### config.mk
export PLATFORM = sky130hd
export DESIGN_NAME = cnms_ram
export DESIGN_NICKNAME = d
export VERILOG_FILES = /design/src/hdl/canny_non_max_suppression_assert.svh /design/src/hdl/cnms_ram.sv
export SDC_FILE = /design/constraint.sdc
export NUM_CORES = 2
export LEC_CHECK = 0
export BUFFER_PORTS_ARGS = -buffer_cell sky130_fd_sc_hd__buf_2
export CELL_PAD_IN_SITES_DETAIL_PLACEMENT = 0
export CELL_PAD_IN_SITES_GLOBAL_PLACEMENT = 1
export CORE_MARGIN = 2
export CORE_UTILIZATION = 43
export DETAILED_ROUTE_END_ITERATION = 10
export PLACE_DENSITY_LB_ADDON = 0.08
export SYNTH_ARGS = -nofsm -noshare
export SYNTH_HDL_FRONTEND = slang
export SYNTH_SLANG_ARGS = --single-unit
### constraint.sdc
create_clock -name aclk -period 3.6 [get_ports aclk]
set_clock_uncertainty 0.15 [all_clocks]
set_input_delay 0.54 -clock aclk [delete_from_list [all_inputs] [get_ports aclk]]
set_output_delay 0.54 -clock aclk [all_outputs]
set_load 0.02 [all_outputs]
### src/hdl/canny_non_max_suppression_assert.svh
// Assertion macros shared by the non-maximum suppression RTL.
// All checks sample on aclk; the reset is aresetn, synchronous and active low.
`ifndef CANNY_NON_MAX_SUPPRESSION_ASSERT_SVH
`define CANNY_NON_MAX_SUPPRESSION_ASSERT_SVH

// Check that is switched off while reset is asserted
`define CNMS_ASSERT(lbl, prop, msg) \
    lbl: assert property (@(posedge aclk) disable iff (!aresetn) (prop)) else $error(msg);

// Check that also holds across reset
`define CNMS_ASSERT_ALWAYS(lbl, prop, msg) \
    lbl: assert property (@(posedge aclk) (prop)) else $error(msg);

`endif

### src/hdl/cnms_ram.sv
module cnms_ram #(
    parameter int WIDTH = 8,
    parameter int DEPTH = 256,
    localparam int ADDR_W = $clog2(DEPTH)
) (
    input  logic              aclk,
    input  logic              we,
    input  logic [ADDR_W-1:0] waddr,
    input  logic [WIDTH-1:0]  wdata,
    input  logic              re,
    input  logic [ADDR_W-1:0] raddr,
    output logic [WIDTH-1:0]  rdata
);

    logic [WIDTH-1:0] mem [DEPTH];
    logic [WIDTH-1:0] rdata_reg;

    always_ff @(posedge aclk) begin
        if (we) begin
            mem[waddr] <= wdata;
        end
        if (re) begin
            rdata_reg <= mem[raddr];
        end
    end

    assign rdata = rdata_reg;

endmodule

Yosys cells after proc, flatten, opt, wreduce, memory -nomap -nowiden
Memories as Yosys holds them, arrays and structs flattened. A register that Yosys moved wholly into a read port is not among the register bits. Index checks and enable logic that the tools add are counted.

Mux-type cells: 2.

Operators with widths (count): $mux 1 (2).

Register bits after elaboration: 0. Bits in writable memories: 2048. Input bits: 27. Output and inout bits: 8. Word-level logic and storage cells: 3. Memories: 1.

Memories: mem (words 256, bits a word 8, read ports 1, clocked after memory_dff 1, write ports 1, line cnms_ram.sv:15) `logic [WIDTH-1:0] mem [DEPTH];`.

Depth between registers and ports, before layout
Depth after elaboration: 2. Mapped depth: 11. Mapped depth without buffers: 6.

Least setup slack after synthesis
OpenSTA, ideal clock, no wires.

Path type: input port to flip-flop. Start point: input raddr[0]. End point: register rdata_reg[2] (netlist: rdata[2]), read port of mem (data pin). Library setup time: 0.269 ns. Arrival: 2.347 ns. Required time: 3.181 ns. Slack: 0.834 ns. Stages: 9. Buffers on the path: 4. Path through: buf_6 > buf_12 > buf_8 > buf_2 > mux4_2 > a22oi_1 > a21oi_1 > nor4_1 > nor4_2.

RTL lines: start: declaration (line cnms_ram.sv:11) `input logic [ADDR_W-1:0] raddr,`; end: declaration (line cnms_ram.sv:16) `logic [WIDTH-1:0] rdata_reg;`.

==> impl_metrics.ini <==
[global_routing]
grt_antenna_before_repair = 17
grt.total_usage_pct = 23.4
wire_length_of_the_first_global_routing_pass_um = 312000
via_count_of_the_first_global_routing_pass = 41781
global_route.overflow_total = 0
grt_max_degree = 105

[layout]
finalNetCount = 4312
relative_area_change_from_synthesis_to_final_layout_pct = 16.9
utilization_pct = 50.7
max_reg_flops = 2048
fraction_of_layout_instances_using_a_drive_strength_above_1_pct = 30.2
layout.cell_area.non_filler_um2 = 93100

[die]
core_area_um2 = 183000
initial_utilization_pct = 43.4
boundaryPins = 35
fp.dieH_um = 434
die_w_um = 434
num_rows = 157
floorplan.die_area_um2 = 189000

[clock_network]
post_cts_setup_driven_buffer_insertion_count = 0
clock_sinks = 2056
htreeDepth = 4
cts_buffer_depth = 3
clk_pin_slew_worst_paths_ns = 0.06
tritoncts_clock_tree = done
worst_skew_pair.late_latency_ns = 0.85
post_cts_resized = 0
total_cts_buffers = 212
cts.hold.buffers_added = 1
master_cell_of_the_clock_root_buffer = sky130_fd_sc_hd__clkbuf_16

[critical_path]
crit-reg2reg-capture = rdata[5]$_DFFE_PP_
reg2reg_depth = 8
critPathKind = in2reg
rrSetupSlack_ns = 0.51
worstReg2RegStart = mem[81][5]$_DFFE_PP_
cp-endpoint = rdata[7]$_DFFE_PP_
start_kind = primary input
worstSetupStartpoint = raddr[0]
critical_path.max_fanout = 29
worst_setup_path_end_kind = flop
critPathRequiredTime_ns = 3.99
worst_ep_arrival_time_ns = 3.57

[power]
design_power_total_mw = 50.3
switchingPower_mw = 10.8
comb_power_share_pct = 5.3
total_leakage_power_nw = 29.8
share_clk_of_total_power_pct = 42.2
power-per-cell-area_nw_per_um2 = 541
cellInternalPower_mw = 39.5
swShare_pct = 21.4
ir_worst_vdd_v = 0.000389
share_of_total_power_in_sequential_cells_pct = 52.5

[placed_design]
placement.setup.worst_slack_ns = -0.425
gp_routability_congestion = 0.832
dp_hpwl_um = 140000
cell_area_after_placement_um2 = 86400
port_buffers = 34

[flow_run]
max-cap-violations = 0

[drt]
wl_per_cell_um = 31.6
routed-via-count = 40475
detail_route.first_pass.iterations = 5
drt_iter0_markers = 4628
postRouteWirelength_um = 219000
via_per_inst = 5.85
drc = 0
antenna_violating_nets_remaining = 0

[logic_synthesis]
mappedNetlistArea_um2 = 79600
ys_warn_count = 0
yosys.area.top_type_share_pct = 77.5
synthDominantAreaCellType = sky130_fd_sc_hd__edfxtp_1
post_synth.cell_area_avg_um2 = 21.3
synth_enable_flop_cells = 2056
yosys_cell_types = 54
asyncSetResetFlopFracSynth_pct = 0
yosys_register_bits = 2056
postSynth.topFlopCell = sky130_fd_sc_hd__edfxtp_1
syn_nets = 3760
ys_seq_area_share_pct = 77.5
ys_top_cells_by_area = sky130_fd_sc_hd__edfxtp_1, sky130_fd_sc_hd__mux4_2, sky130_fd_sc_hd__mux2i_1
post_synth_inst_count = 3733

[status]
run_status = complete, no violations

[sta]
clock.fmax_mhz = 315
worst_hold_slack_ns = 0.0169
rsz_0062_raised_after_global_routing = false
final_max_slew_viol_count = 0
final-setup-viol-count = 0
slew_headroom_pct = 8.85
tightest_slew_ns = 1.35
hold_violations = 0
period_needed_ns = 3.18
post_route_worst_setup_slack_ns = 0.422
finalCritPeriodShare_pct = 88.3

[worst_hold_path]
hold_path_class = in2reg
min-delay-start = wdata[1]
-- placed cells by master, fill, tap and decap left out, types with 3 or more instances in the layout --
cell,count
sky130_fd_sc_hd__edfxtp_1,2056
sky130_fd_sc_hd__buf_4,478
sky130_fd_sc_hd__mux4_2,454
sky130_fd_sc_hd__nor2_1,279
sky130_fd_sc_hd__clkbuf_16,216
sky130_fd_sc_hd__mux2i_1,134
sky130_fd_sc_hd__a22oi_1,133
sky130_fd_sc_hd__a21oi_1,96
sky130_fd_sc_hd__buf_12,60
sky130_fd_sc_hd__clkinv_1,49
sky130_fd_sc_hd__clkinv_2,49
sky130_fd_sc_hd__o221ai_1,46
sky130_fd_sc_hd__clkbuf_1,37
sky130_fd_sc_hd__nand3_1,34
sky130_fd_sc_hd__nand2_1,33
sky130_fd_sc_hd__o22ai_1,28
sky130_fd_sc_hd__nor2b_1,28
sky130_fd_sc_hd__nor3_1,22
sky130_fd_sc_hd__nor4_1,22
sky130_fd_sc_hd__buf_2,22
sky130_fd_sc_hd__bufinv_16,17
sky130_fd_sc_hd__a211oi_1,16
sky130_fd_sc_hd__a221oi_1,13
sky130_fd_sc_hd__nand4_1,10
sky130_fd_sc_hd__o211ai_1,10
sky130_fd_sc_hd__o21ai_0,10
sky130_fd_sc_hd__nand2b_1,8
sky130_fd_sc_hd__a22o_1,8
sky130_fd_sc_hd__clkinvlp_4,7
sky130_fd_sc_hd__buf_8,7
sky130_fd_sc_hd__and2_1,6
sky130_fd_sc_hd__inv_6,6
sky130_fd_sc_hd__nor4_2,5
sky130_fd_sc_hd__o22a_1,5
sky130_fd_sc_hd__or2_2,4
sky130_fd_sc_hd__o32ai_1,4
sky130_fd_sc_hd__nor2_4,3
sky130_fd_sc_hd__clkinv_4,3
sky130_fd_sc_hd__clkbuf_8,3
-- per-stage QoR --
step | std cells | TNS [ns]
finish | 6923 | 0
detailed placement | 6534 | -1.41
global placement | 6534 | -1.29
floorplan | 3733 | 0
CTS | 6922 | 0
global route | 6922 | 0
-- power groups by stage --
stage	clock (mW)	combinational, mW	sequential [mW]
after global routing	22.6	2.84	26.4
final	21.2	2.68	26.4
after detailed placement	0	2.73	26.9
after floorplan	0	1.28	26.9
after global placement	0	2.68	26.9
after CTS	21.6	2.74	26.4
-- routing by layer --
metal	up-vias	GRT usage [%]	wire length, um
li1	16845	-	-
met1	21894	32.7	91100
met2	1465	39.1	109000
met3	271	3.53	14200
met4	0	5.50	4550
met5	-	0	0
-- synth_stat cells, types with 5 or more instances --
cell and count:
sky130_fd_sc_hd__nand3_1 34, sky130_fd_sc_hd__a22o_1 8, sky130_fd_sc_hd__buf_4 27, sky130_fd_sc_hd__o21ai_0 10, sky130_fd_sc_hd__nor4_1 24, sky130_fd_sc_hd__nor3_1 22, sky130_fd_sc_hd__o22a_1 5, sky130_fd_sc_hd__o211ai_1 10
sky130_fd_sc_hd__buf_8 13, sky130_fd_sc_hd__clkbuf_1 111, sky130_fd_sc_hd__and2_1 6, sky130_fd_sc_hd__a211oi_1 16, sky130_fd_sc_hd__buf_6 21, sky130_fd_sc_hd__mux2i_1 134, sky130_fd_sc_hd__buf_1 22, sky130_fd_sc_hd__a21oi_1 96
sky130_fd_sc_hd__o221ai_1 46, sky130_fd_sc_hd__mux4_2 454, sky130_fd_sc_hd__a22oi_1 133, sky130_fd_sc_hd__edfxtp_1 2056, sky130_fd_sc_hd__buf_2 31, sky130_fd_sc_hd__buf_12 8, sky130_fd_sc_hd__o22ai_1 28, sky130_fd_sc_hd__nand2b_1 8
sky130_fd_sc_hd__nor2_1 282, sky130_fd_sc_hd__a221oi_1 13, sky130_fd_sc_hd__nor2b_1 31, sky130_fd_sc_hd__nand2_1 33, sky130_fd_sc_hd__nand4_1 10
-- logic make-up after synthesis --
logic type,synth area share [%]
compound gates,3.42
buf+inv,1.83
flops,77.5
mux,14.6
simple gates,2.63
-- worst max-delay path, cell delays in order --
cell and delay [ns]:
sky130_fd_sc_hd__buf_8 0.21, sky130_fd_sc_hd__buf_12 0.28, sky130_fd_sc_hd__buf_12 0.23, sky130_fd_sc_hd__mux4_2 0.54
sky130_fd_sc_hd__a22oi_1 0.26, sky130_fd_sc_hd__a21oi_1 0.22, sky130_fd_sc_hd__nor4_1 1.12, sky130_fd_sc_hd__nor4_1 0.10
-- how the worst min path moves through the flow --
stage,cells after the start,end,slack [ns]
final,1,mem[86][1]$_DFFE_PP_,0.02
after global routing,1,mem[86][1]$_DFFE_PP_,0.003
after CTS,1,mem[86][1]$_DFFE_PP_,0.004
after detailed placement,1,rdata[1]$_DFFE_PP_,0.89
after global placement,1,mem[90][1]$_DFFE_PP_,0.88
after floorplan,0,mem[0][0]$_DFFE_PP_,0.49
-- area by class of cell --
cell class / instances / area [um2]
diodes: 1 / 2.50
clock buffers: 253 / 5540
clock inverters: 134 / 1150
fillers: 14686 / 90400
inverters: 2 / 7.51
multi-input cells: 1442 / 16500
flip-flops and latches: 2056 / 61700
well taps: 2464 / 3080
repair buffers: 571 / 5060
Power figures use the tool's default switching activity.
