$ cat config.mk
export PLATFORM = sky130hd
export DESIGN_NAME = cnms_position
export DESIGN_NICKNAME = d
export VERILOG_FILES = /design/src/hdl/canny_non_max_suppression_assert.svh /design/src/hdl/cnms_pkg.sv /design/src/hdl/cnms_position.sv
export SDC_FILE = /design/constraint.sdc
export NUM_CORES = 1
export LEC_CHECK = 0
export ABC_CLOCK_PERIOD_IN_PS = 2840
export BUFFER_PORTS_ARGS = -buffer_cell sky130_fd_sc_hd__buf_2
export CAP_MARGIN = 15
export CORE_ASPECT_RATIO = 0.8
export CORE_MARGIN = 5
export CORE_UTILIZATION = 52
export CTS_CLUSTER_SIZE = 16
export DETAILED_ROUTE_END_ITERATION = 7
export GPL_TIMING_DRIVEN = 0
export MAX_ROUTING_LAYER = met4
export PLACE_DENSITY = 0.85
export RECOVER_POWER = 100
export SYNTH_ARGS = -nofsm -noshare
export SYNTH_HDL_FRONTEND = slang
export SYNTH_SLANG_ARGS = --single-unit
export TNS_END_PERCENT = 100
$ cat constraint.sdc
create_clock -name aclk -period 2.84 [get_ports aclk]
set_input_delay 0.568 -clock aclk [delete_from_list [all_inputs] [get_ports aclk]]
set_output_delay 0.568 -clock aclk [all_outputs]
set_load 0.01 [all_outputs]
$ cat src/hdl/canny_non_max_suppression_assert.svh
// Assertion macros shared by the non-maximum suppression RTL.
// All checks sample on aclk; the reset is aresetn, synchronous and active low.
`ifndef CANNY_NON_MAX_SUPPRESSION_ASSERT_SVH
`define CANNY_NON_MAX_SUPPRESSION_ASSERT_SVH

// Check that is switched off while reset is asserted
`define CNMS_ASSERT(lbl, prop, msg) \
    lbl: assert property (@(posedge aclk) disable iff (!aresetn) (prop)) else $error(msg);

// Check that also holds across reset
`define CNMS_ASSERT_ALWAYS(lbl, prop, msg) \
    lbl: assert property (@(posedge aclk) (prop)) else $error(msg);

`endif

$ cat src/hdl/cnms_pkg.sv
package cnms_pkg;

    // Line store depth and frame size limits
    localparam int MAX_LINE = 256;
    localparam int MAX_ROWS = 256;

    localparam int PIX_W   = 8;                   // magnitude and direction width
    localparam int DIM_W   = 9;                   // configuration register width
    localparam int COL_W   = $clog2(MAX_LINE);    // column counter / line store address
    localparam int ROW_W   = $clog2(MAX_ROWS);    // row counter
    localparam int COORD_W = 8;                   // pixel_row / pixel_col on the result
    localparam int CFG_IDX_W = 1;
    localparam int MIN_DIM = 3;

    // Register indexes
    localparam logic [CFG_IDX_W-1:0] REG_LINE_WIDTH   = 1'b0;
    localparam logic [CFG_IDX_W-1:0] REG_FRAME_HEIGHT = 1'b1;

    // Neighbor pair picked by the direction code
    typedef enum logic [1:0] {
        DIR_HORZ      = 2'd0,   // left / right
        DIR_DIAG_UP   = 2'd1,   // upper-right / lower-left
        DIR_VERT      = 2'd2,   // up / down
        DIR_DIAG_DOWN = 2'd3    // upper-left / lower-right
    } dir_class_t;

    // Position of a pixel in the frame, with its end-of-row/end-of-frame flags
    typedef struct packed {
        logic [COL_W-1:0] col;
        logic [ROW_W-1:0] row;
        logic             col_end;
        logic             row_end;
    } pos_t;

    // Angle folded into half a turn: the top code bit is 180 degrees
    function automatic dir_class_t dir_class(input logic [PIX_W-1:0] d);
        logic [PIX_W-2:0] f;
        f = d[PIX_W-2:0];
        if (f <= 7'd15 || f >= 7'd112) begin
            return DIR_HORZ;
        end else if (f <= 7'd47) begin
            return DIR_DIAG_UP;
        end else if (f <= 7'd79) begin
            return DIR_VERT;
        end
        return DIR_DIAG_DOWN;
    endfunction

    // Out-of-range sizes act as the nearest legal value
    function automatic logic [DIM_W-1:0] clamp_dim(input logic [DIM_W-1:0] v,
                                                    input logic [DIM_W-1:0] hi);
        if (v < DIM_W'(MIN_DIM)) begin
            return DIM_W'(MIN_DIM);
        end else if (v > hi) begin
            return hi;
        end
        return v;
    endfunction

endpackage

$ cat src/hdl/cnms_position.sv
module cnms_position
    import cnms_pkg::*;
(
    input  logic                 aclk,
    input  logic                 aresetn,
    input  logic                 cfg_wr_en,
    input  logic [CFG_IDX_W-1:0] cfg_wr_index,
    input  logic [DIM_W-1:0]     cfg_wr_data,
    input  logic                 step,
    output pos_t                 pos
);

    logic [DIM_W-1:0] line_width_reg, line_width_next;
    logic [DIM_W-1:0] frame_height_reg, frame_height_next;
    logic [COL_W-1:0] col_reg, col_next;
    logic [ROW_W-1:0] row_reg, row_next;
    logic             col_end, row_end;

    // End flags for the pixel now at the input
    assign col_end = (DIM_W'(col_reg) + DIM_W'(1)) >= line_width_reg;
    assign row_end = (DIM_W'(row_reg) + DIM_W'(1)) >= frame_height_reg;

    always_comb begin
        pos.col     = col_reg;
        pos.row     = row_reg;
        pos.col_end = col_end;
        pos.row_end = row_end;
    end

    // Size registers, clamped on write
    always_comb begin
        line_width_next   = line_width_reg;
        frame_height_next = frame_height_reg;
        if (cfg_wr_en) begin
            case (cfg_wr_index)
                REG_LINE_WIDTH:   line_width_next   = clamp_dim(cfg_wr_data, DIM_W'(MAX_LINE));
                REG_FRAME_HEIGHT: frame_height_next = clamp_dim(cfg_wr_data, DIM_W'(MAX_ROWS));
                default: ;
            endcase
        end
    end

    // Raster counters step once per accepted beat
    always_comb begin
        col_next = col_reg;
        row_next = row_reg;
        if (step) begin
            if (col_end) begin
                col_next = '0;
                row_next = row_end ? '0 : row_reg + ROW_W'(1);
            end else begin
                col_next = col_reg + COL_W'(1);
            end
        end
    end

    always_ff @(posedge aclk) begin
        if (!aresetn) begin
            line_width_reg   <= DIM_W'(MAX_LINE);
            frame_height_reg <= DIM_W'(MAX_ROWS);
            col_reg          <= '0;
            row_reg          <= '0;
        end else begin
            line_width_reg   <= line_width_next;
            frame_height_reg <= frame_height_next;
            col_reg          <= col_next;
            row_reg          <= row_next;
        end
    end

endmodule

After elaboration in Yosys (flattened, before gate mapping)
Index checks and enable logic that the tools add are counted.
{"block": "word_totals", "inputBits": 14, "elab_cells": 28, "output_inout_bits": 18, "reg_bits": 34}
{"block": "op_classes", "reduce_logical": 3, "bitwise_logic": 1, "n_addsub": 4, "muxes": 12, "magnitude_cmp": 4}
{"op": "two-way mux 9 bit", "count": 4}
{"op": "adder 8 x 1 -> 9 bit, second input constant", "count": 2}
{"op": "greater-or-equal comparator 9 bit", "count": 2}
{"op": "adder 8 x 1 -> 8 bit, second input constant", "count": 2}
{"op": "two-way mux 8 bit", "count": 2}
{"op": "> comparator 9 bit, second input constant", "count": 1}
{"op": "< comparator 9 x 2 -> 1 bit, second input constant", "count": 1}
{"op": "two-way mux 1 bit", "count": 6}
{"op": "AND reduction 2 bit", "count": 3}
{"op": "inverter 1 bit", "count": 1}

Logic depth before layout (Yosys ltp)
{"block": "logic_depth", "ltp_word": 6, "ltp_mapped": 12, "mapped_depth_nobuf": 12}

Least setup slack after synthesis
No wires, ideal clock.
{"block": "synth_timing", "kind": "register -> output", "startpoint": "reg col_reg[0]", "endpoint": "out pos[1] (netlist bit)", "path_slack_ps": -77, "arrival_ps": 2349, "required_time_ps": 2272, "stages_incl_launch_ff": 12, "n_path_buf": 2, "cell_sequence": "dfxtp_1 > ha_1 > nand3_1 > nor2_1 > and3_1 > ha_1 > nand4_2 > nor2_1 > a211oi_2 > buf_4 > inv_1 > buf_4"}
{"block": "synth_between", "elab_chain_len": 2}
{"element": "start, declared", "line": "cnms_position.sv:15", "rtl": "logic [COL_W-1:0] col_reg, col_next;"}
{"element": "start signal, assigned", "line": "cnms_position.sv:66", "rtl": "col_reg <= col_next;"}
{"element": "adder 8 x 1 -> 9 bit", "line": "cnms_position.sv:20", "rtl": "assign col_end = (DIM_W'(col_reg) + DIM_W'(1)) >= line_width_reg;"}
{"element": "greater-or-equal comparator 9 bit", "line": "cnms_position.sv:20"}
{"element": "end, declared", "line": "cnms_position.sv:10", "rtl": "output pos_t pos"}
No other way between the ends.

Worst setup path in the final report
{"block": "layout_timing", "startpoint": "reg col_reg[1]", "endpoint": "out pos[1] (netlist bit)"}
The elaborated chain is that of the path after synthesis.

==> impl_results.md <==
- Failing checks: setup timing
- Setup-failing EPs final: 1
- Remaining Overflow, GRT: 0
- Core ar.: about 4200 um2
- Row cnt: 21
- Syn Inst Count: 280
- Crit path launch type: register
- R2r endpoint: row_reg[1]
- DRC violations left: 0
- Syn nets: roughly 310
- I/O pin cnt: 32
- Detailed-route wire length: between 6000 and 7000 um
- Post-Syn Area: ~2200 um2
- Die span in y: between 60 and 70 um
- Syn Area/Cell: about 8.0 um2
- Pwr Density: approximately 360 nW/um2
- Slew Viols, Final: 0
- Worst EP arrival: about 2.4 ns
- Initial Utilization: 53.52%
- Worst slack, placed: -0.2962 ns
- Power after layout: approximately 1.1 mW
- First-pass GRT wire length: between 10,000 and 15,000 um
- Worst r2r src: col_reg[1]
- Clock Sinks: 34
- CTS tree: built
- Hold_ws: ~0.46 ns
- Post-CTS Hold Fix Bufs: 0
- CP Data Required Time: around 2.3 ns
- Post-route setup slack: -0.07782 ns
- Clock Tree Buf Depth: 2
- Final Instance Area: 2963 um2
- Routed vias/inst: about 5.8
- Total GRT Usage: between 20% and 30%
- Placed inst area: ~2500 um2
- DP HPWL: 3881 um
- DRT antenna net count: 0
- Clk root buf: clkbuf_8
- Vias in the first global route: about 2,200
- Max-cap check violation count: 0
- Yosys warning total: 0
- Die Area: 5719 um2
- Sequential share of the synthesized area: about 30%
- Hold Path Class: register to register
- Wire per inst: between 15 and 20 um
- RSZ-0062 raised after global routing: yes
- Peak supply drop: 246.4 uV
- Fill cells: 300
- Most common cell after layout, fill and taps aside: nand2_1
- Most frequent cells in the layout: nand2_1 (50), buf_2 (27), dfxtp_1 (24), a21oi_1 (22), buf_4 (22)
- Hold Vio Cnt, Final: 0
- 1st-pass router iterations: 4
- FFs w/ async S/R, synth: 0%
- Critical path class: register to output port
- Worst Skew: 0.01000 ns
- Cts bufs inserted: 5
- DRT iter0 DRCs: 160
- # diodes: 0
- Total negative setup slack: -0.07782 ns
- Critical Path Start: col_reg[1]
- Status: complete, but fails checks
- Via count: about 2,300
- Fin nets: 370
- Clk Latency, worst-skew pair: roughly 0.29 ns
- H-tree levels: 2
- GPL Wtd Cong: 0.8973
- Area growth, synth to finish: 32.51%
- Number of synthesized flops with an enable pin: 0
- LEAKAGE: ~1.2 nW
- Reg2Reg Setup Slack: around 0.22 ns
- Layout cells sized above 1: a little under two fifths
- Worst-path clk slew: approximately 0.080 ns
- Path depth of the worst reg2reg path: 10
- Critical Path End Type: output port
- Max_slew headroom: approximately half
- Largest net degree at the start of global routing: 12
- Initial antenna violation count: 0
- Distinct cells, synth: a little over 50
- F_max: ~0.34 GHz
- Port Buffers: 29
- Register bit count reported by yosys: 34
- Die width: between 80 and 90 um
- Tcrit/Tclk final: 102.7%
- Tightest Pin Transition: 0.7565 ns
- Crit path capture: pos[1]
- Crit path time final: ~2.9 ns
- Top_reg_cell synth: dfxtp_1
- CP max FO: 3
## per-stage QoR
| step | std cells | utilization [%] |
|---|---|---|
| floorplan | 280 | - |
| global placement | 366 | 58.85 |
| detailed placement | 366 | 58.85 |
| CTS | 391 | 69.36 |
| global route | 394 | 70.92 |
| finish | 394 | 70.92 |
## final cells by class
type                       count  area, um2  area share (%)
buffer                         9      40.04           1.351
clock buffer                   6      82.58           2.787
clock inverter                 2      12.51          0.4223
inverter                      21      78.83           2.660
multi-input combinational    214       1645           55.53
sequential                    34      708.2           23.90
tap                           57      71.32           2.407
timing repair buffer          51      324.1           10.94
## synthesized netlist by cell type (3+ instances only)
cell type  number  area (um2)
a31oi_1         7       43.79
inv_1          19       71.32
nor3_2          3       30.03
nand2b_1        3       18.77
o21a_1          3       22.52
buf_4           3       22.52
nor2_1         14       52.55
o22ai_2         4       50.05
a21oi_1        24       120.1
ha_1           20       250.2
nor2b_1         6       37.54
or2_2           5       31.28
nand3_1        19       95.09
xor2_1          4       35.03
dfxtp_1        34       680.7
nand4_1         4       25.02
clkbuf_1        5       18.77
o21ai_1         4       20.02
nand2_1        55       206.5
## report_power, final
group | internal [mW] | switching, mW | leakage [nW]
sequential | 0.486 | 0.0104 | 0.282
combinational | 0.0804 | 0.110 | 0.823
clock | 0.195 | 0.191 | 0.0472
total | 0.761 | 0.311 | 1.15
## how the worst min path moves through the flow
| stage | end | start | slack [ns] | cells after the start |
|---|---|---|---|---|
| after floorplan | frame_height_reg[2] | frame_height_reg[2] | 0.44 | 2 |
| after global placement | frame_height_reg[4] | frame_height_reg[4] | 0.44 | 2 |
| after detailed placement | line_width_reg[3] | line_width_reg[3] | 0.45 | 2 |
| after CTS | line_width_reg[3] | line_width_reg[3] | 0.46 | 2 |
| after global routing | frame_height_reg[5] | frame_height_reg[5] | 0.47 | 2 |
| final | frame_height_reg[5] | frame_height_reg[5] | 0.46 | 2 |
## timing repair
| action | CTS | global route |
|---|---|---|
| gates resized for setup | 50 | 9 |
| endpoints found under the setup margin | 2 | 2 |
| pin swaps | 23 | 8 |
| setup buffers | 19 | 3 |
## metal layers
metal | track usage, % | vias up | share of wire (%)
met3 | 3.682 | 13 | 8.8
met5 | - | - | 0
met2 | 37.60 | 105 | 47
met1 | 28.49 | 1065 | 42
li1 | - | 1094 | -
met4 | 9.388 | 0 | 1.5
## cell families (layout without fill, tap and decap cells)
| group | count (synthesis) | after routing | share of synthesized area [%] |
|---|---|---|---|
| fa+ha+maj | 20 | 20 | 11.19 |
| xor+xnor | 6 | 6 | 2.350 |
| flops | 34 | 34 | 30.44 |
| mux | 2 | 2 | 1.007 |
| buf+inv | 32 | 89 | 5.987 |
| compound gates | 59 | 59 | 19.81 |
| simple gates | 127 | 127 | 29.21 |
## worst max-delay path, stage by stage (launching register included)
cell and delay [ns]:
dfxtp_4 0.39, ha_4 0.15, nand3_4 0.08, nor2_4 0.12
xor2_1 0.18, ha_1 0.31, a21oi_2 0.18, o21ai_2 0.10
a211oi_2 0.22, buf_4 0.18, inv_2 0.03, buf_6 0.11
Note: power is estimated with default switching activity, not from simulation.
