File: config.mk
export PLATFORM = sky130hd
export DESIGN_NAME = cnms_window
export DESIGN_NICKNAME = d
export VERILOG_FILES = /design/src/hdl/canny_non_max_suppression_assert.svh /design/src/hdl/cnms_pkg.sv /design/src/hdl/cnms_window.sv
export SDC_FILE = /design/constraint.sdc
export NUM_CORES = 1
export LEC_CHECK = 0
export BUFFER_PORTS_ARGS = -buffer_cell sky130_fd_sc_hd__buf_2
export CORE_UTILIZATION = 45
export CTS_CLUSTER_SIZE = 14
export DETAILED_ROUTE_END_ITERATION = 12
export PLACE_DENSITY = 0.62
export SLEW_MARGIN = 30
export SYNTH_ARGS = -nofsm -noshare
export SYNTH_HDL_FRONTEND = slang
export SYNTH_SLANG_ARGS = --single-unit
File: constraint.sdc
create_clock -name aclk -period 3.2 [get_ports aclk]
set_clock_uncertainty 0.05 [all_clocks]
set_input_delay 0.64 -clock aclk [delete_from_list [all_inputs] [get_ports aclk]]
set_output_delay 0.64 -clock aclk [all_outputs]
set_load 0.01 [all_outputs]
File: src/hdl/canny_non_max_suppression_assert.svh
// Assertion macros shared by the non-maximum suppression RTL.
// All checks sample on aclk; the reset is aresetn, synchronous and active low.
`ifndef CANNY_NON_MAX_SUPPRESSION_ASSERT_SVH
`define CANNY_NON_MAX_SUPPRESSION_ASSERT_SVH

// Check that is switched off while reset is asserted
`define CNMS_ASSERT(lbl, prop, msg) \
    lbl: assert property (@(posedge aclk) disable iff (!aresetn) (prop)) else $error(msg);

// Check that also holds across reset
`define CNMS_ASSERT_ALWAYS(lbl, prop, msg) \
    lbl: assert property (@(posedge aclk) (prop)) else $error(msg);

`endif

File: src/hdl/cnms_pkg.sv
package cnms_pkg;

    // Line store depth and frame size limits
    localparam int MAX_LINE = 256;
    localparam int MAX_ROWS = 256;

    localparam int PIX_W   = 8;                   // magnitude and direction width
    localparam int DIM_W   = 9;                   // configuration register width
    localparam int COL_W   = $clog2(MAX_LINE);    // column counter / line store address
    localparam int ROW_W   = $clog2(MAX_ROWS);    // row counter
    localparam int COORD_W = 8;                   // pixel_row / pixel_col on the result
    localparam int CFG_IDX_W = 1;
    localparam int MIN_DIM = 3;

    // Register indexes
    localparam logic [CFG_IDX_W-1:0] REG_LINE_WIDTH   = 1'b0;
    localparam logic [CFG_IDX_W-1:0] REG_FRAME_HEIGHT = 1'b1;

    // Neighbor pair picked by the direction code
    typedef enum logic [1:0] {
        DIR_HORZ      = 2'd0,   // left / right
        DIR_DIAG_UP   = 2'd1,   // upper-right / lower-left
        DIR_VERT      = 2'd2,   // up / down
        DIR_DIAG_DOWN = 2'd3    // upper-left / lower-right
    } dir_class_t;

    // Position of a pixel in the frame, with its end-of-row/end-of-frame flags
    typedef struct packed {
        logic [COL_W-1:0] col;
        logic [ROW_W-1:0] row;
        logic             col_end;
        logic             row_end;
    } pos_t;

    // Angle folded into half a turn: the top code bit is 180 degrees
    function automatic dir_class_t dir_class(input logic [PIX_W-1:0] d);
        logic [PIX_W-2:0] f;
        f = d[PIX_W-2:0];
        if (f <= 7'd15 || f >= 7'd112) begin
            return DIR_HORZ;
        end else if (f <= 7'd47) begin
            return DIR_DIAG_UP;
        end else if (f <= 7'd79) begin
            return DIR_VERT;
        end
        return DIR_DIAG_DOWN;
    endfunction

    // Out-of-range sizes act as the nearest legal value
    function automatic logic [DIM_W-1:0] clamp_dim(input logic [DIM_W-1:0] v,
                                                    input logic [DIM_W-1:0] hi);
        if (v < DIM_W'(MIN_DIM)) begin
            return DIM_W'(MIN_DIM);
        end else if (v > hi) begin
            return hi;
        end
        return v;
    endfunction

endpackage

File: src/hdl/cnms_window.sv
module cnms_window
    import cnms_pkg::*;
(
    input  logic             aclk,
    input  logic             aresetn,
    input  logic             advance,
    input  logic [PIX_W-1:0] col_top,     // older line store
    input  logic [PIX_W-1:0] col_mid,     // newer line store
    input  logic [PIX_W-1:0] col_bot,     // incoming pixel
    input  logic [PIX_W-1:0] dir_new,     // direction of the middle row, new column
    output logic [PIX_W-1:0] kept_value
);

    // Two stored columns; the third is the one arriving now
    logic [PIX_W-1:0] mid_col_reg   [3];
    logic [PIX_W-1:0] right_col_reg [3];
    logic [PIX_W-1:0] dir_right_reg;

    logic [PIX_W-1:0] centre, n1, n2;
    dir_class_t       cls;

    always_ff @(posedge aclk) begin
        if (!aresetn) begin
            for (int k = 0; k < 3; k++) begin
                mid_col_reg[k]   <= '0;
                right_col_reg[k] <= '0;
            end
            dir_right_reg <= '0;
        end else if (advance) begin
            for (int k = 0; k < 3; k++) begin
                mid_col_reg[k] <= right_col_reg[k];
            end
            right_col_reg[0] <= col_top;
            right_col_reg[1] <= col_mid;
            right_col_reg[2] <= col_bot;
            dir_right_reg    <= dir_new;
        end
    end

    // After the shift the centre is the old right column, middle row
    assign centre = right_col_reg[1];
    assign cls    = dir_class(dir_right_reg);

    // Neighbor pair select
    always_comb begin
        case (cls)
            DIR_HORZ: begin
                n1 = mid_col_reg[1];
                n2 = col_mid;
            end
            DIR_DIAG_UP: begin
                n1 = col_top;
                n2 = mid_col_reg[2];
            end
            DIR_VERT: begin
                n1 = right_col_reg[0];
                n2 = right_col_reg[2];
            end
            DIR_DIAG_DOWN: begin
                n1 = mid_col_reg[0];
                n2 = col_bot;
            end
            default: begin
                n1 = '0;
                n2 = '0;
            end
        endcase
    end

    assign kept_value = (centre >= n1 && centre >= n2) ? centre : '0;

endmodule
Word-level counts from Yosys, hierarchy flattened
Memories as Yosys holds them, arrays and structs flattened.
Cells that the tools add are included.
- bits in registers: 7
- RAM bits: 48
- output and inout bits: 8
- word-level logic and storage cells: 41
- memories kept: 2
- memories (memory ; words ; bits a word ; read ports ; clocked after memory_dff ; wr ports ; line ; text):
    mid_col_reg ; 3 ; 8 ; 3 ; 0 ; 3 ; cnms_window.sv:15 ; logic [PIX_W-1:0] mid_col_reg [3];
    right_col_reg ; 3 ; 8 ; 3 ; 0 ; 3 ; cnms_window.sv:16 ; logic [PIX_W-1:0] right_col_reg [3];
- magnitude comparators: 6
- eq/ne operators: 3
- muxes and demuxes: 20
- bitwise logic cells: 6
- reduce and logical (&&, ||, !) cells: 3
- operators with widths (kind ; number):
    $pmux 8 s4 ; 2
    $mux 8 ; 7
    $ge 8x8->1 ; 2
    $mux 2 ; 4
    $ge 7x7->1 const B ; 1
    $le 7x4->1 const B ; 1
    $le 7x6->1 const B ; 1
    $le 7x7->1 const B ; 1
    $mux 1 ; 7
    $or 1x1->1 ; 6
    $eq 2x2->1 const B ; 2
    $eq 2x1->1 const B ; 1
    $logic_not 2->1 ; 1
    $logic_and 1x1->1 ; 1
    $logic_or 1x1->1 ; 1

Depth between registers and ports, before layout
- depth after elaboration: 10
- mapped depth: 11

Worst setup path before layout
No wires, ideal clock.
- path kind: flip-flop to output port
- start: register dir_right_reg[4]
- end: output kept_value[1]
- arrival time: 2.267 ns
- data required time: 2.510 ns
- path slack: 0.243 ns
- stages on the path, launching flop included: 12
- path buffers: 2
- path through: dfxtp_1 > or2_1 > buf_2 > buf_6 > o22ai_1 > o21a_1 > a21oi_1 > ha_1 > nand2b_4 > a2111o_1 > a31oi_4 > nor3b_1
- cells in the longest elaborated chain, start to end: 10
- elaborated cells between the ends (all ways): 21
- ends and longest elaborated chain (element ; line ; text):
    from (decl) ; cnms_window.sv:17 ; logic [PIX_W-1:0] dir_right_reg;
    from (signal assigned) ; cnms_window.sv:36 ; dir_right_reg <= dir_new;
    $le 7x7->1 ; cnms_pkg.sv:43 ; end else if (f <= 7'd79) begin
    $mux 1 ; cnms_pkg.sv:43 ;
    $mux 1 ; cnms_pkg.sv:41 ; end else if (f <= 7'd47) begin
    $mux 1 ; cnms_pkg.sv:39 ; if (f <= 7'd15 || f >= 7'd112) begin
    $mux 2 (*) ; cnms_pkg.sv:46 ; return DIR_DIAG_DOWN;
    $eq 2x2->1, or another cell as far along ; cnms_window.sv:46 ; case (cls)
    $pmux 8 s4 ; cnms_window.sv:46 ;
    $ge 8x8->1 ; cnms_window.sv:70 ; assign kept_value = (centre >= n1 && centre >= n2) ? centre : '0;
    $logic_and 1x1->1 (*) ; cnms_window.sv:70 ;
    $mux 8 (*) ; cnms_window.sv:70 ;
    to (decl) ; cnms_window.sv:11 ; output logic [PIX_W-1:0] kept_value
Every way passes the cells marked *; elsewhere a longest branch is shown, timed or not.

Worst setup path after layout
- start: register dir_right_reg[5]
- end: output kept_value[3]
Same word-level chain as after synthesis.

==> run summary <==
Clock sink count: 51
Placed Instances: 377
CTS Buffer Depth: 2
Final setup TNS: -1020 ps
Worst-path clk slew: 90 ps
Sequential share of the synthesized area: 50.0%
Top Family by Delay on Critical Path: compound AO/OA/AOI/OAI gates
Die H: 83.7 um
Reg2reg path depth: 1
Worst path bufs/invs: 2
Largest net degree at the start of global routing: 52
RePlAce Congestion: 0.763
Grt ovf: 0
Synth top area share: 48.0%
Cell Rows: 29
Setup ws final: -135 ps
Post-synthesis area per instance: 10.9 um2
Worst reg2reg startpoint: right_col_reg[0][10]$_SDFFCE_PN0P_
Htree depth: 2
Vias in the first global route: 2,200
Boundary Pins: 43
Max cap viols: 0
HPWL after DPL: 4290 um
Post-route ant nets: 0
Setup WS pre-CTS: -111 ps
PwrDens: 464 nW/um2
Failing checks: negative setup slack
Full die area: 7010 um2
FMAX: 300 MHz
Most common flop cell mapped by yosys: edfxtp_1
Finished Layout Cells: 388
Vias per cell: 5.75
Critical Path Start: dir_right_reg[5]$_SDFFE_PN0P_
Synth-to-Final Area Change: 17.7%
Share of layout cells above drive strength 1: 25.7%
Post-Synthesis Cells: 275
Final Hold Viols: 0
Crit path kind: register to output pin
Critical Path Sink Type: output pin
Core area: 6390 um2
Final core occ: 55.4%
First-pass GRT wire length: 11,000 um
Worst path depth: 11
Status: finished, violations left
Area contributors post-synth: edfxtp_1, and3_1, ha_1, mux2i_1, o221ai_1
Yosys warnings: 0
Final-report setup violation count: 8
Slew margin rel.: 70.7%
Measured slew at the worst slew-check pin: 439 ps
Tightest Hold Check Type: register to register
Root buffer cell: clkbuf_8
First DRT Iteration DRCs: 90
GRT Util Overall: 20.0%
RSZ-0062 raised after global routing: true
Antenna diodes: 0
CP Max Fanout: 5
Critical path required time: 2510 ps
Detailed Route WL: 6540 um
Critical Path AT: 2650 ps
End of the worst register-to-register path: mid_col_reg[0][10]$_SDFFCE_PN0P_
#FFs+latches synth: 51
Drt wl/cell: 16.9 um
Reg-to-reg slack, setup: 2220 ps
Synth cell types: 30
Fin nets: 362
Startpoint Class: register
Skew-Pair Late Insertion Delay: 300 ps
Initial DRT Pass Iterations: 4
Residual DRC: 0
Hold Path Stages: 2
Mapped cell area: 3010 um2
Synth area leader: edfxtp_1
Worst path cell trace: or2_4 > o221ai_2 > o21a_1 > a21oi_2 > ha_1 > nand2b_4 > a2111o_1 > a31oi_4 > buf_6 > nor3b_1 > buf_2
Highest-delay cell along the critical path: a2111o_1
Slowest stage delay, CP: 440 ps
Syn_nets: 326
Port bufs: 37
Die Width: 83.7 um
Min Tclk post-route: 3340 ps
Starting Density: 47.1%
TritonCTS clock tree: done
Async set-reset flop share out of synthesis: 0%
CP Capture Point: kept_value[3]
Initial antenna violation count: 0
LEAKAGE: 1.54 nW
TritonCTS Buffers: 5
Max-slew violation count: 0
Number of synthesized flops with an enable pin: 48
Final worst path period share: 104%
VDD IR-drop max: 0.241 mV
DR vias: 2,232
-- cell families after synthesis --
family | share of synthesized area (%)
flops | 50.0
buf+inv | 4.08
compound gates | 14.2
xor+xnor | 0.291
simple gates | 18.5
mux | 6.33
fa+ha+maj | 6.66
-- cell usage after synthesis (3+ instances only) --
cell type	instances
a21oi_1	4
and3_1	48
buf_2	8
clkbuf_1	14
dfxtp_1	3
edfxtp_1	48
ha_1	16
mux2i_1	19
nand2_1	32
nor2_1	4
nor2b_1	4
nor3b_1	7
o21ai_0	10
o21ai_1	8
o221ai_1	16
o22ai_1	16
-- layout make-up --
type                       instances  area (um2)
fill                             580        2850
sequential                        51        1510
multi-input combinational        198        1450
timing repair buffer              54         373
tap                               77        96.3
clock buffer                       6        72.6
clock inverter                     1        30.0
inverter                           1        3.75
-- repair_timing --
item                                    CTS  global route
pin swaps                                 5             2
endpoints found under the setup margin    8             8
buffers inserted                          4             0
resized for setup                        21             7
hold buffers                              0             0
-- where the power goes --
group	leakage (nW)	total [mW]	switching, mW	internal (mW)
sequential	0.550	0.818	0.0358	0.782
clock	0.0513	0.442	0.212	0.230
combinational	0.936	0.383	0.206	0.177
-- cells in the final DEF, fill, tap and decap left out, types with 2 or more instances in the layout --
cell type / synthesis / layout
dfxtp_4: 0 / 2
buf_6: 2 / 4
nor3b_1: 7 / 3
nor2b_1: 4 / 4
nor2_1: 4 / 4
clkbuf_8: 0 / 5
buf_2: 8 / 37
o21ai_0: 10 / 8
o221ai_1: 16 / 14
buf_12: 0 / 3
o21a_1: 2 / 2
and3_1: 48 / 48
nand2_1: 32 / 32
edfxtp_1: 48 / 48
o22ai_1: 16 / 15
buf_4: 0 / 9
mux2i_1: 19 / 19
nor3b_2: 0 / 4
a211oi_2: 1 / 3
a21oi_1: 4 / 3
ha_1: 16 / 16
o21ai_1: 8 / 10
o221ai_2: 0 / 2
-- worst min-delay path by stage --
stage	start	endpoint
final	dir_right_reg[4]$_SDFFE_PN0P_	dir_right_reg[4]$_SDFFE_PN0P_
after global routing	dir_right_reg[4]$_SDFFE_PN0P_	dir_right_reg[4]$_SDFFE_PN0P_
after CTS	dir_right_reg[4]$_SDFFE_PN0P_	dir_right_reg[4]$_SDFFE_PN0P_
after detailed placement	right_col_reg[0][8]$_SDFFCE_PN0P_	mid_col_reg[0][8]$_SDFFCE_PN0P_
after global placement	right_col_reg[0][8]$_SDFFCE_PN0P_	mid_col_reg[0][8]$_SDFFCE_PN0P_
after floorplan	dir_right_reg[5]$_SDFFE_PN0P_	dir_right_reg[5]$_SDFFE_PN0P_
-- per-stage QoR --
step	area [um2]	hold WS [ps]	total power, mW
after global placement	3280	513	1.16
after floorplan	3010	477	1.06
after global routing	3540	571	1.72
final	3540	527	1.64
after CTS	3510	529	1.64
after detailed placement	3280	518	1.16
-- per-layer routing --
layer  global-route usage, %  part of all wire (%)
met5                       0                     0
met4                    6.63                   1.7
met3                    3.46                   2.7
met2                    29.9                    46
met1                    29.4                    50
Power figures use the tool's default switching activity.
